`config.mk`:
```
export PLATFORM = sky130hd
export DESIGN_NAME = number_to_ascii_formatter_unit
export DESIGN_NICKNAME = d
export VERILOG_FILES = /design/src/rtl/core/n2a_pkg.sv /design/src/rtl/core/n2a_datapath.sv /design/src/rtl/core/number_to_ascii_formatter_unit.sv
export VERILOG_INCLUDE_DIRS = /design/src /design/src/rtl/core
export SDC_FILE = /design/constraint.sdc
export NUM_CORES = 1
export LEC_CHECK = 0
export BUFFER_PORTS_ARGS = -buffer_cell sky130_fd_sc_hd__buf_4
export CELL_PAD_IN_SITES_DETAIL_PLACEMENT = 0
export CELL_PAD_IN_SITES_GLOBAL_PLACEMENT = 1
export CORE_UTILIZATION = 28
export DETAILED_ROUTE_END_ITERATION = 10
export PLACE_DENSITY = 0.65
export SLEW_MARGIN = 20
export SYNTH_ARGS = -nofsm -noshare
export SYNTH_HDL_FRONTEND = slang
export SYNTH_SLANG_ARGS = --single-unit
export TNS_END_PERCENT = 1
```
`constraint.sdc`:
```
create_clock -name clk -period 4.4 [get_ports clk]
set_input_delay 0.44 -clock clk [delete_from_list [all_inputs] [get_ports clk]]
set_output_delay 0.44 -clock clk [all_outputs]
set_load 0.01 [all_outputs]
```
`src/rtl/core/number_to_ascii_formatter_unit_defines.svh`:
```
// ----------------------------------------------------------------------------
// Number-to-ASCII formatter assertion macros
// Shared concurrent assertion forms; each expects clk and rst_n in scope.
// ----------------------------------------------------------------------------
`ifndef NUMBER_TO_ASCII_FORMATTER_UNIT_DEFINES_SVH
`define NUMBER_TO_ASCII_FORMATTER_UNIT_DEFINES_SVH

// Same-cycle implication, sampled on the rising clock edge outside reset.
`define N2A_ASSERT_NOW(label, ante, cons, msg) \
    label: assert property (@(posedge clk) disable iff (!rst_n) \
        (ante) |-> (cons)) else $error(msg);

// Next-cycle implication, sampled on the rising clock edge outside reset.
`define N2A_ASSERT_NEXT(label, ante, cons, msg) \
    label: assert property (@(posedge clk) disable iff (!rst_n) \
        (ante) |=> (cons)) else $error(msg);

`endif

```
`src/rtl/core/n2a_pkg.sv`:
```
// ----------------------------------------------------------------------------
// n2a_pkg
// Types, character codes and the microcode program of the number formatter.
// ----------------------------------------------------------------------------
`default_nettype none

package n2a_pkg;

    typedef logic [2:0]  opcode_t;
    typedef logic [31:0] value_t;
    typedef logic [3:0]  frac_t;
    typedef logic [6:0]  char_t;
    typedef logic [3:0]  upc_t;

    localparam opcode_t OP_HEX_NIB    = 3'd0;
    localparam opcode_t OP_HEX_BYTE   = 3'd1;
    localparam opcode_t OP_HEX_WORD16 = 3'd2;
    localparam opcode_t OP_HEX_WORD32 = 3'd3;
    localparam opcode_t OP_UDEC       = 3'd4;
    localparam opcode_t OP_SDEC       = 3'd5;

    localparam frac_t MAX_FRAC = 4'd9;
    localparam frac_t TOP_EXP  = 4'd9;

    localparam char_t CH_ZERO  = 7'h30;
    localparam char_t CH_A     = 7'h41;
    localparam char_t CH_MINUS = 7'h2D;
    localparam char_t CH_POINT = 7'h2E;

    // Datapath actions of one microcode step.
    typedef enum logic [3:0] {
        ACT_NOP,
        ACT_LOAD,
        ACT_EMIT_MINUS,
        ACT_SCAN,
        ACT_CLAMP,
        ACT_SUB,
        ACT_EMIT_DIGIT,
        ACT_EMIT_POINT,
        ACT_DEC_E,
        ACT_HEX_INIT,
        ACT_HEX_EMIT
    } act_t;

    // Jump conditions; a true condition loads the target, else the counter steps.
    typedef enum logic [3:0] {
        CND_NEXT,
        CND_ALWAYS,
        CND_NO_BEAT,
        CND_OP_HEX,
        CND_OP_BAD,
        CND_NOT_NEG,
        CND_SCAN_MORE,
        CND_V_GE_POW,
        CND_NO_POINT,
        CND_E_ZERO,
        CND_E_NZ
    } cond_t;

    typedef struct packed {
        act_t  act;
        cond_t cond;
        logic  emit;
        upc_t  target;
    } ucode_word_t;

    typedef struct packed {
        act_t act;
        logic fire;
    } n2a_ctrl_t;

    typedef struct packed {
        logic  op_hex;
        logic  op_bad;
        logic  not_neg;
        logic  scan_more;
        logic  v_ge_pow;
        logic  no_point;
        logic  e_zero;
        char_t emit_char;
        logic  emit_last;
    } n2a_status_t;

    localparam upc_t UA_IDLE      = 4'd0;
    localparam upc_t UA_DEC       = 4'd5;
    localparam upc_t UA_SCAN      = 4'd5;
    localparam upc_t UA_SUB       = 4'd7;
    localparam upc_t UA_DIGIT_END = 4'd11;
    localparam upc_t UA_HEX       = 4'd13;
    localparam upc_t UA_HEX_EMIT  = 4'd14;

    function automatic ucode_word_t ucode_rom(input upc_t addr);
        ucode_word_t w;
        w = '{act: ACT_NOP, cond: CND_NEXT, emit: 1'b0, target: UA_IDLE};
        case (addr)
            4'd0:  w = '{act: ACT_LOAD,       cond: CND_NO_BEAT,   emit: 1'b0,
                         target: UA_IDLE};
            4'd1:  w = '{act: ACT_NOP,        cond: CND_OP_HEX,    emit: 1'b0,
                         target: UA_HEX};
            4'd2:  w = '{act: ACT_NOP,        cond: CND_OP_BAD,    emit: 1'b0,
                         target: UA_IDLE};
            4'd3:  w = '{act: ACT_NOP,        cond: CND_NOT_NEG,   emit: 1'b0,
                         target: UA_DEC};
            4'd4:  w = '{act: ACT_EMIT_MINUS, cond: CND_NEXT,      emit: 1'b1,
                         target: UA_IDLE};
            4'd5:  w = '{act: ACT_SCAN,       cond: CND_SCAN_MORE, emit: 1'b0,
                         target: UA_SCAN};
            4'd6:  w = '{act: ACT_CLAMP,      cond: CND_NEXT,      emit: 1'b0,
                         target: UA_IDLE};
            4'd7:  w = '{act: ACT_SUB,        cond: CND_V_GE_POW,  emit: 1'b0,
                         target: UA_SUB};
            4'd8:  w = '{act: ACT_EMIT_DIGIT, cond: CND_NEXT,      emit: 1'b1,
                         target: UA_IDLE};
            4'd9:  w = '{act: ACT_NOP,        cond: CND_NO_POINT,  emit: 1'b0,
                         target: UA_DIGIT_END};
            4'd10: w = '{act: ACT_EMIT_POINT, cond: CND_NEXT,      emit: 1'b1,
                         target: UA_IDLE};
            4'd11: w = '{act: ACT_NOP,        cond: CND_E_ZERO,    emit: 1'b0,
                         target: UA_IDLE};
            4'd12: w = '{act: ACT_DEC_E,      cond: CND_ALWAYS,    emit: 1'b0,
                         target: UA_SUB};
            4'd13: w = '{act: ACT_HEX_INIT,   cond: CND_NEXT,      emit: 1'b0,
                         target: UA_IDLE};
            4'd14: w = '{act: ACT_HEX_EMIT,   cond: CND_E_NZ,      emit: 1'b1,
                         target: UA_HEX_EMIT};
            4'd15: w = '{act: ACT_NOP,        cond: CND_ALWAYS,    emit: 1'b0,
                         target: UA_IDLE};
            default: w = '{act: ACT_NOP, cond: CND_ALWAYS, emit: 1'b0,
                           target: UA_IDLE};
        endcase
        return w;
    endfunction

    function automatic value_t pow10(input logic [3:0] e);
        value_t p;
        case (e)
            4'd0:    p = 32'd1;
            4'd1:    p = 32'd10;
            4'd2:    p = 32'd100;
            4'd3:    p = 32'd1000;
            4'd4:    p = 32'd10000;
            4'd5:    p = 32'd100000;
            4'd6:    p = 32'd1000000;
            4'd7:    p = 32'd10000000;
            4'd8:    p = 32'd100000000;
            4'd9:    p = 32'd1000000000;
            default: p = 32'd1;
        endcase
        return p;
    endfunction

    function automatic char_t hex_char(input logic [3:0] nib);
        char_t c;
        if (nib < 4'd10)
        begin
            c = CH_ZERO + {3'b000, nib};
        end
        else
        begin
            c = CH_A - 7'd10 + {3'b000, nib};
        end
        return c;
    endfunction

endpackage

`default_nettype wire

```
`src/rtl/core/n2a_datapath.sv`:
```
// ----------------------------------------------------------------------------
// n2a_datapath
// Working registers of the formatter, driven one action per microcode step.
// ----------------------------------------------------------------------------
`default_nettype none

module n2a_datapath (
    input  wire                   clk,
    input  n2a_pkg::opcode_t      in_opcode,
    input  n2a_pkg::value_t       in_value,
    input  n2a_pkg::frac_t        in_frac_digits,
    input  n2a_pkg::n2a_ctrl_t    ctrl,
    output n2a_pkg::n2a_status_t  status
);
    import n2a_pkg::*;

    opcode_t    op_reg, op_next;
    value_t     v_reg, v_next;
    logic [3:0] e_reg, e_next;
    frac_t      fp_reg, fp_next;
    logic [3:0] cnt_reg, cnt_next;

    value_t     pow_cur;
    logic       v_ge;

    assign pow_cur = pow10(e_reg);
    assign v_ge    = (v_reg >= pow_cur);

    always_comb
    begin
        op_next  = op_reg;
        v_next   = v_reg;
        e_next   = e_reg;
        fp_next  = fp_reg;
        cnt_next = cnt_reg;
        if (ctrl.fire)
        begin
            case (ctrl.act)
                ACT_LOAD:
                begin
                    op_next  = in_opcode;
                    v_next   = in_value;
                    e_next   = TOP_EXP;
                    fp_next  = (in_frac_digits > MAX_FRAC) ? MAX_FRAC : in_frac_digits;
                    cnt_next = 4'd0;
                end
                ACT_EMIT_MINUS: v_next = 32'd0 - v_reg;
                ACT_SCAN:
                begin
                    if ((e_reg != 4'd0) && !v_ge)
                    begin
                        e_next = e_reg - 4'd1;
                    end
                end
                ACT_CLAMP:
                begin
                    if (e_reg < fp_reg)
                    begin
                        e_next = fp_reg;
                    end
                end
                ACT_SUB:
                begin
                    if (v_ge)
                    begin
                        v_next   = v_reg - pow_cur;
                        cnt_next = cnt_reg + 4'd1;
                    end
                end
                ACT_EMIT_DIGIT: cnt_next = 4'd0;
                ACT_DEC_E:      e_next = e_reg - 4'd1;
                ACT_HEX_INIT:
                begin
                    case (op_reg)
                        OP_HEX_NIB:    e_next = 4'd0;
                        OP_HEX_BYTE:   e_next = 4'd1;
                        OP_HEX_WORD16: e_next = 4'd3;
                        default:       e_next = 4'd7;
                    endcase
                end
                ACT_HEX_EMIT:   e_next = e_reg - 4'd1;
                default:        ;
            endcase
        end
    end

    always_ff @(posedge clk)
    begin
        op_reg  <= op_next;
        v_reg   <= v_next;
        e_reg   <= e_next;
        fp_reg  <= fp_next;
        cnt_reg <= cnt_next;
    end

    always_comb
    begin
        status.op_hex    = (op_reg <= OP_HEX_WORD32);
        status.op_bad    = (op_reg > OP_SDEC);
        status.not_neg   = !((op_reg == OP_SDEC) && v_reg[31]);
        status.scan_more = (e_reg != 4'd0) && !v_ge;
        status.v_ge_pow  = v_ge;
        status.no_point  = (fp_reg == 4'd0) || (e_reg != fp_reg);
        status.e_zero    = (e_reg == 4'd0);
        status.emit_last = 1'b0;
        case (ctrl.act)
            ACT_EMIT_MINUS: status.emit_char = CH_MINUS;
            ACT_EMIT_POINT: status.emit_char = CH_POINT;
            ACT_EMIT_DIGIT:
            begin
                status.emit_char = CH_ZERO + {3'b000, cnt_reg};
                status.emit_last = (e_reg == 4'd0);
            end
            ACT_HEX_EMIT:
            begin
                status.emit_char = hex_char(v_reg[{e_reg[2:0], 2'b00} +: 4]);
                status.emit_last = (e_reg == 4'd0);
            end
            default:        status.emit_char = CH_ZERO;
        endcase
    end

endmodule

`default_nettype wire

```
`src/rtl/core/number_to_ascii_formatter_unit.sv`:
```
// ----------------------------------------------------------------------------
// number_to_ascii_formatter_unit
// Formats one 32-bit number as hex or decimal ASCII characters.
// ----------------------------------------------------------------------------
//
// Channel   Dir   Beat carries
// s_*       in    one number: opcode, value, frac_digits
// m_*       out   one ASCII character; tlast on the final character
//
// A microcoded sequencer of sixteen steps drives the datapath and takes a new
// number only in its idle step, after it has emitted the last character of the
// one before. Decimal digits come from a repeated-subtraction loop.
// Reset is asynchronous and puts the step counter in its idle step with no
// character pending. A stalled output holds the sequencer on its emit step
// while one finished character waits in the output register.
// ----------------------------------------------------------------------------
`default_nettype none

module number_to_ascii_formatter_unit (
    input  wire        clk,
    input  wire        rst_n,
    input  wire        s_tvalid,
    output logic       s_tready,
    // [2:0] opcode, [34:3] value, [38:35] frac_digits, [39] zero pad
    input  wire [39:0] s_tdata,
    output logic       m_tvalid,
    input  wire        m_tready,
    // [6:0] char_code, [7] zero pad
    output logic [7:0] m_tdata,
    output logic       m_tlast
);
    import n2a_pkg::*;

`include "number_to_ascii_formatter_unit_defines.svh"

    upc_t          upc_reg, upc_next;
    logic          out_valid_reg, out_valid_next;
    char_t         out_char_reg, out_char_next;
    logic          out_last_reg, out_last_next;

    ucode_word_t   uw;
    n2a_ctrl_t     ctrl;
    n2a_status_t   status;
    logic          in_beat;
    logic          stall;
    logic          cond_true;

    // The current control word comes straight out of the microcode table.
    assign uw = ucode_rom(upc_reg);

    assign s_tready = (upc_reg == UA_IDLE);
    assign in_beat  = s_tvalid && s_tready;

    // An emitting step waits until the output register can take a character.
    assign stall = uw.emit && out_valid_reg && !m_tready;

    always_comb
    begin
        ctrl.act  = uw.act;
        ctrl.fire = !stall && ((upc_reg != UA_IDLE) || in_beat);
    end

    n2a_datapath u_datapath (
        .clk            (clk),
        .in_opcode      (s_tdata[2:0]),
        .in_value       (s_tdata[34:3]),
        .in_frac_digits (s_tdata[38:35]),
        .ctrl           (ctrl),
        .status         (status)
    );

    // Branch condition selected by the control word.
    always_comb
    begin
        case (uw.cond)
            CND_NEXT:      cond_true = 1'b0;
            CND_ALWAYS:    cond_true = 1'b1;
            CND_NO_BEAT:   cond_true = !in_beat;
            CND_OP_HEX:    cond_true = status.op_hex;
            CND_OP_BAD:    cond_true = status.op_bad;
            CND_NOT_NEG:   cond_true = status.not_neg;
            CND_SCAN_MORE: cond_true = status.scan_more;
            CND_V_GE_POW:  cond_true = status.v_ge_pow;
            CND_NO_POINT:  cond_true = status.no_point;
            CND_E_ZERO:    cond_true = status.e_zero;
            CND_E_NZ:      cond_true = !status.e_zero;
            default:       cond_true = 1'b1;
        endcase
    end

    always_comb
    begin
        upc_next       = upc_reg;
        out_valid_next = out_valid_reg;
        out_char_next  = out_char_reg;
        out_last_next  = out_last_reg;

        if (m_tready)
        begin
            out_valid_next = 1'b0;
        end

        if (!stall)
        begin
            upc_next = cond_true ? uw.target : upc_reg + 4'd1;
            if (uw.emit)
            begin
                out_valid_next = 1'b1;
                out_char_next  = status.emit_char;
                out_last_next  = status.emit_last;
            end
        end
    end

    always_ff @(posedge clk or negedge rst_n)
    begin
        if (!rst_n)
        begin
            upc_reg       <= UA_IDLE;
            out_valid_reg <= 1'b0;
        end
        else
        begin
            upc_reg       <= upc_next;
            out_valid_reg <= out_valid_next;
        end
    end

    always_ff @(posedge clk)
    begin
        out_char_reg <= out_char_next;
        out_last_reg <= out_last_next;
    end

    assign m_tvalid = out_valid_reg;
    assign m_tdata  = {1'b0, out_char_reg};
    assign m_tlast  = out_last_reg;

    // The final character of a number is always a digit or a hex letter.
    `N2A_ASSERT_NOW(a_last_is_digit, m_tvalid && m_tlast,
        (m_tdata[6:0] != CH_MINUS) && (m_tdata[6:0] != CH_POINT),
        "last character is a sign or point")
    // The sequencer leaves its idle step only on an input beat.
    `N2A_ASSERT_NEXT(a_idle_holds, s_tready && !s_tvalid, s_tready,
        "left idle without an input beat")
    // The sequencer is busy in the cycle after an input beat.
    `N2A_ASSERT_NEXT(a_busy_after_beat, s_tvalid && s_tready, !s_tready,
        "idle right after an input beat")
    // A stalled emit step must not advance the step counter.
    `N2A_ASSERT_NEXT(a_stall_holds_upc, stall, $stable(upc_reg),
        "step counter moved during a stall")

endmodule

`default_nettype wire

```
---- Word-level counts from Yosys, hierarchy flattened ----
Memories as Yosys holds them, arrays and structs flattened. A register that Yosys moved wholly into a read port is not among the register bits.
Index checks and enable logic that the tools add are counted.
operators by class
  $add $sub $neg .......................... 8
  multipliers ............................. 0
  divide/modulo/power cells ............... 0
  order comparisons ....................... 6
  eq/ne operators ......................... 26
  shift-type cells ........................ 1
  mux-type cells .......................... 16
  bitwise operators ....................... 1
  reductions and logical operators ........ 32
operator list
  kind                   number
  $pmux 32 s3            1
  $eq 4x3->1 const B     8
  $ge 32x32->1           1
  $mux 32                1
  $shiftx 32x6->4        1
  $sub 1x32->32 const A  1
  $sub 32x32->32         1
  $pmux 7 s4             1
  $eq 4x4->1 const B     6
  $add 6x4->7 const A    3
  $mux 4                 5
  $pmux 4 s5             1
  $eq 4x2->1 const B     4
  $logic_not 4->1        4
  $pmux 1 s10            1
  $pmux 3 s3             1
  $add 4x1->4 const B    2
  $pmux 4 s2             1
  $reduce_bool 4->1      2
  $mux 7                 1
  $logic_and 1x1->1      6
  $logic_not 1->1        6
  $reduce_and 3->1       2
  $reduce_or 2->1        3
  other kinds (22)       27
storage, ports and cells
  flip-flop bits (word level) ............. 60
  bits in latches ......................... 0
  RAM bits ................................ 0
  ROM bits ................................ 688
  input bits .............................. 44
  output and inout bits ................... 11
  logic and storage cells ................. 101
  memories ................................ 2
memory list
  name             words  bits a word  rd ports  clocked after memory_dff  wr ports  line            RTL
  (no name shown)  16     30           1         1                         0         n2a_pkg.sv:136  case (e)
  (no name shown)  16     13           1         0                         0         n2a_pkg.sv:95   case (addr)

---- Depth between registers and ports, before layout ----
An unclocked memory read counts as a cell.
  depth after elaboration ................. 7
  mapped depth ............................ 17
  mapped depth without buffers ............ 17

---- Hierarchy ----
A second synthesis with hierarchy kept.
second synthesis, totals
  cell total of the unflattened synthesis .. 840
  area, all modules ....................... 7,543.5 um^2
by module, submodules not included
  module                          times used  cells each  area each (um^2)  sequential area each (um^2)
  n2a_datapath                    1           726         6,429.9           1,871.8
  number_to_ascii_formatter_unit  1           114         1,113.6           365.4

---- Least setup slack after synthesis ----
Ideal clock, no wire load.
  kind .................................... flip-flop to flip-flop
  start point ............................. register u_datapath.v_reg[10]
  end point ............................... register u_datapath.v_reg[0] (enable)
  setup time .............................. 0.421 ns
  arrival time ............................ 3.554 ns
  data required time ...................... 3.979 ns
  path slack .............................. 0.425 ns
  stages on the path, launching flop included .. 10
  path buffers ............................ 0
  clock period less this slack ............ 3.975 ns
  cells stage by stage .................... edfxtp_1 ha_1 and3_4 nand3_1 o31ai_2 o211ai_2 a2111oi_4 o22a_2 o21bai_1 nor2_1
on the way
  word-level cells in the longest chain between the ends .. 3
ends and longest elaborated chain
  element                     line                RTL
  start, declared             n2a_datapath.sv:18  value_t v_reg, v_next;
  start signal, assigned      n2a_datapath.sv:90  v_reg <= v_next;
  $ge 32x32->1                n2a_datapath.sv:27  assign v_ge = (v_reg >= pow_cur);
  $ne 2x1->1 (no line)        n/a
  $reduce_and 3->1 (no line)  n/a
No other way between the ends.
A chain may end at the register's enable or synchronous reset.

---- Final worst setup path ----
  start point ............................. register u_datapath.v_reg[0]
  end point ............................... register u_datapath.pow_cur[9] (netlist name)
on the way
  word-level cells in the longest chain between the ends .. 6
ends and longest elaborated chain
  element                     line                RTL
  $ge 32x32->1                n2a_datapath.sv:27
  $logic_not 1->1             n2a_datapath.sv:50  if ((e_reg != 4'd0) && !v_ge)
  $logic_and 1x1->1           n2a_datapath.sv:50
  $ne 2x2->1 (no line)        n/a
  $reduce_and 4->1 (no line)  n/a
  $mux 4 (no line)            n/a
No other way between the ends.

==> metrics.cfg <==
[outcome]
outcome = complete, no violations

[detailed_routing]
first_iter_violations = 413
dr.pass1.iters = 5
via_count = 6140
avgViaCountPerCell = 5.22
ant_nets = 0
drcViolationCount = 0
routedWlPerCell_um = 17.6
wirelength_um = 20800

[clock_network]
numCtsBuffers = 9
clock_latency_ns = 0.35
clock_sinks = 83
cts_root_buf = clkbuf_16
clk_pin_slew_ns = 0.07
post_cts_buffers = 0
cts_buffer_depth = 2
cts_max_level = 3
cts_tree = done

[setup_path]
cp_max_fo = 6
cp-start-kind = register
worst-endpoint-required_ns = 4.65
crit_chain = inv_1, ha_1, inv_1, fa_1, a21o_1, a221oi_4, a22oi_4, o211ai_2, a2111oi_4, o211ai_2, nand2_2, o21ai_1, inv_1, ha_1, inv_1, o21ai_0, a22o_1
crit_top_cell = inv_1
critPathKind = reg2reg
crit_path_max_incr_delay_ns = 0.42
cp-end-kind = register
crit_arrival_ns = 4.32
slowest_stage = edfxtp_1

[floorplan]
core-area_sq_mm = 0.0245
fp.dieW_um = 161
start_util_pct = 28.9
dieArea_sq_mm = 0.0259
row_count = 57
io_pins = 55
die_y_um = 161

[final_layout]
synthToLayoutAreaGrowth_pct = 16.3
finish.net_count = 942
insertedDiodeCount = 0
drive_gt1_share_pct = 16.2
largest_reg_flops = 32

[sta]
fmax_mhz = 246
setup-violations-final = 0
tightest_slew_ns = 0.827
fin_setup_tns_ns = 0
slew_violations = 0
skew_ns = 0.00678
rsz0062_at_grt = no
period_needed_ns = 4.07
relSlewSlack_pct = 44.7
hold_viol_final = 0
fin_crit_sh_pct = 92.4

[logic_synthesis]
synth_commonest_cells = nor2_1, inv_1, nand2_1
ys_types = 86
ys_seq_elements = 83
synth_nets = 889
syn-cell-area_sq_mm = 0.00709
syn_avg_cell_area_sq_um = 8.91
synthFlopType = edfxtp_1
synth_edf_count = 55
synth_warnings = 0
synth_top_area_share_pct = 23.3
netlist_instances = 795
ys_seq_area_share_pct = 31.6
postSynth.asyncResetShare_pct = 6.02
synthTopCellsByArea = edfxtp_1, ha_1, dfxtp_1
yosys.area.top_type = edfxtp_1
synth_most_common_cell = nor2_1

[placed_design]
io_buffers = 52
dpl.hpwl_um = 16200
gp_congestion = 0.899

[global_routing]
grt.total_usage_pct = 16.5
grt_pass1_vias = 6067
grt_pass1_wl_um = 33400
grt_max_degree = 24
antenna_found_initial = 0
grt_overflow_total = 0

[flow_run]
cap_violations = 0

[min_path]
worstHoldPathType = in2reg

-- timing repair --
action / in CTS / in global routing
endpoints found under the setup margin: 0 / 1
hold buffers: 1 / 0
gates resized for setup: 0 / 1
endpoints found under the hold margin: 5 / 0
-- worst max-delay path: cells and delay by family, from the launching register on --
| kind | cells | cell delay (ns) |
|---|---|---|
| compound gates | 9 | 2.14 |
| flops | 1 | 0.42 |
| fa+ha+maj | 3 | 0.80 |
| simple gates | 1 | 0.19 |
| buf+inv | 4 | 0.40 |
-- metrics by stage --
| stage | instances | area, sq um | hold WS (ns) | worst slack [ns] | util [%] |
|---|---|---|---|---|---|
| floorplan | 795 | 7090 | 0.144 | 0.425 | - |
| finish | 1177 | 8240 | 0.260 | 0.332 | 33.6 |
| global placement | 1160 | 7900 | 0.248 | 0.389 | 32.2 |
| detailed placement | 1160 | 7900 | 0.247 | 0.323 | 32.2 |
| CTS | 1177 | 8240 | 0.249 | 0.311 | 33.6 |
| global route | 1177 | 8240 | 0.252 | 0.0239 | 33.6 |
-- per-layer routing --
metal  global-route usage, %  vias to the layer above  wire, um
met5                       0                        -         0
met2                    26.5                      160      9520
li1                        -                     3090         -
met1                    22.7                     2873     10000
met4                    4.42                        0       249
met3                    2.70                       17       947
-- path summary, 6_finish.rpt --
path	endpoint	cells past startpoint	slack, ns	startpoint
hold / removal	u_datapath.op_reg[2]	1	0.26	s_tdata[2]
setup / recovery	u_datapath.pow_cur[9]	17	0.33	u_datapath.v_reg[0]
setup reg to reg	u_datapath.pow_cur[9]	17	0.33	u_datapath.v_reg[0]
min in group asynchronous	upc_reg[1]	2	0.41	rst_n
max in group asynchronous	upc_reg[2]	2	3.89	rst_n
hold reg to reg	m_tvalid	2	0.54	m_tvalid
-- layout by cell type (no fill, tap or decap), drive strengths merged, types with 9 or more instances in the layout --
cell type and instances:
a31oi 9, nor2b 10, nand2 57, clkbuf 10, nor3 31, a21oi 43
a22oi 25, mux4 9, and2 11, buf 69, nand3 17, xnor2 29
edfxtp 55, dfxtp 23, o31ai 11, o21ai 53, ha 49, a21o 21
inv 67, xor2 20, nor4 11, nor2 64, o211ai 10
-- cell families after synthesis --
family,Yosys count,synth area share [%]
AO/OA/AOI/OAI,250,25.7
AND/OR/NAND/NOR,249,17.6
buffers and inverters,91,5.23
flip-flops,83,31.6
adder cells (fa/ha/maj),50,8.94
XOR/XNOR,49,6.06
multiplexers,22,4.87
other,1,0.0529
-- layout make-up --
type                            instances  area, sq um
Multi-Input combinational cell        621         4500
Clock inverter                          6         76.3
Clock buffer                           10          250
Fill cell                            2577        16300
Sequential cell                        83         2240
Tap cell                              324          405
Inverter                               63          236
Timing Repair Buffer                   70          541
Power is not shown: default switching activity piles up to over one toggle a cycle in this logic, so the estimate is an artifact.
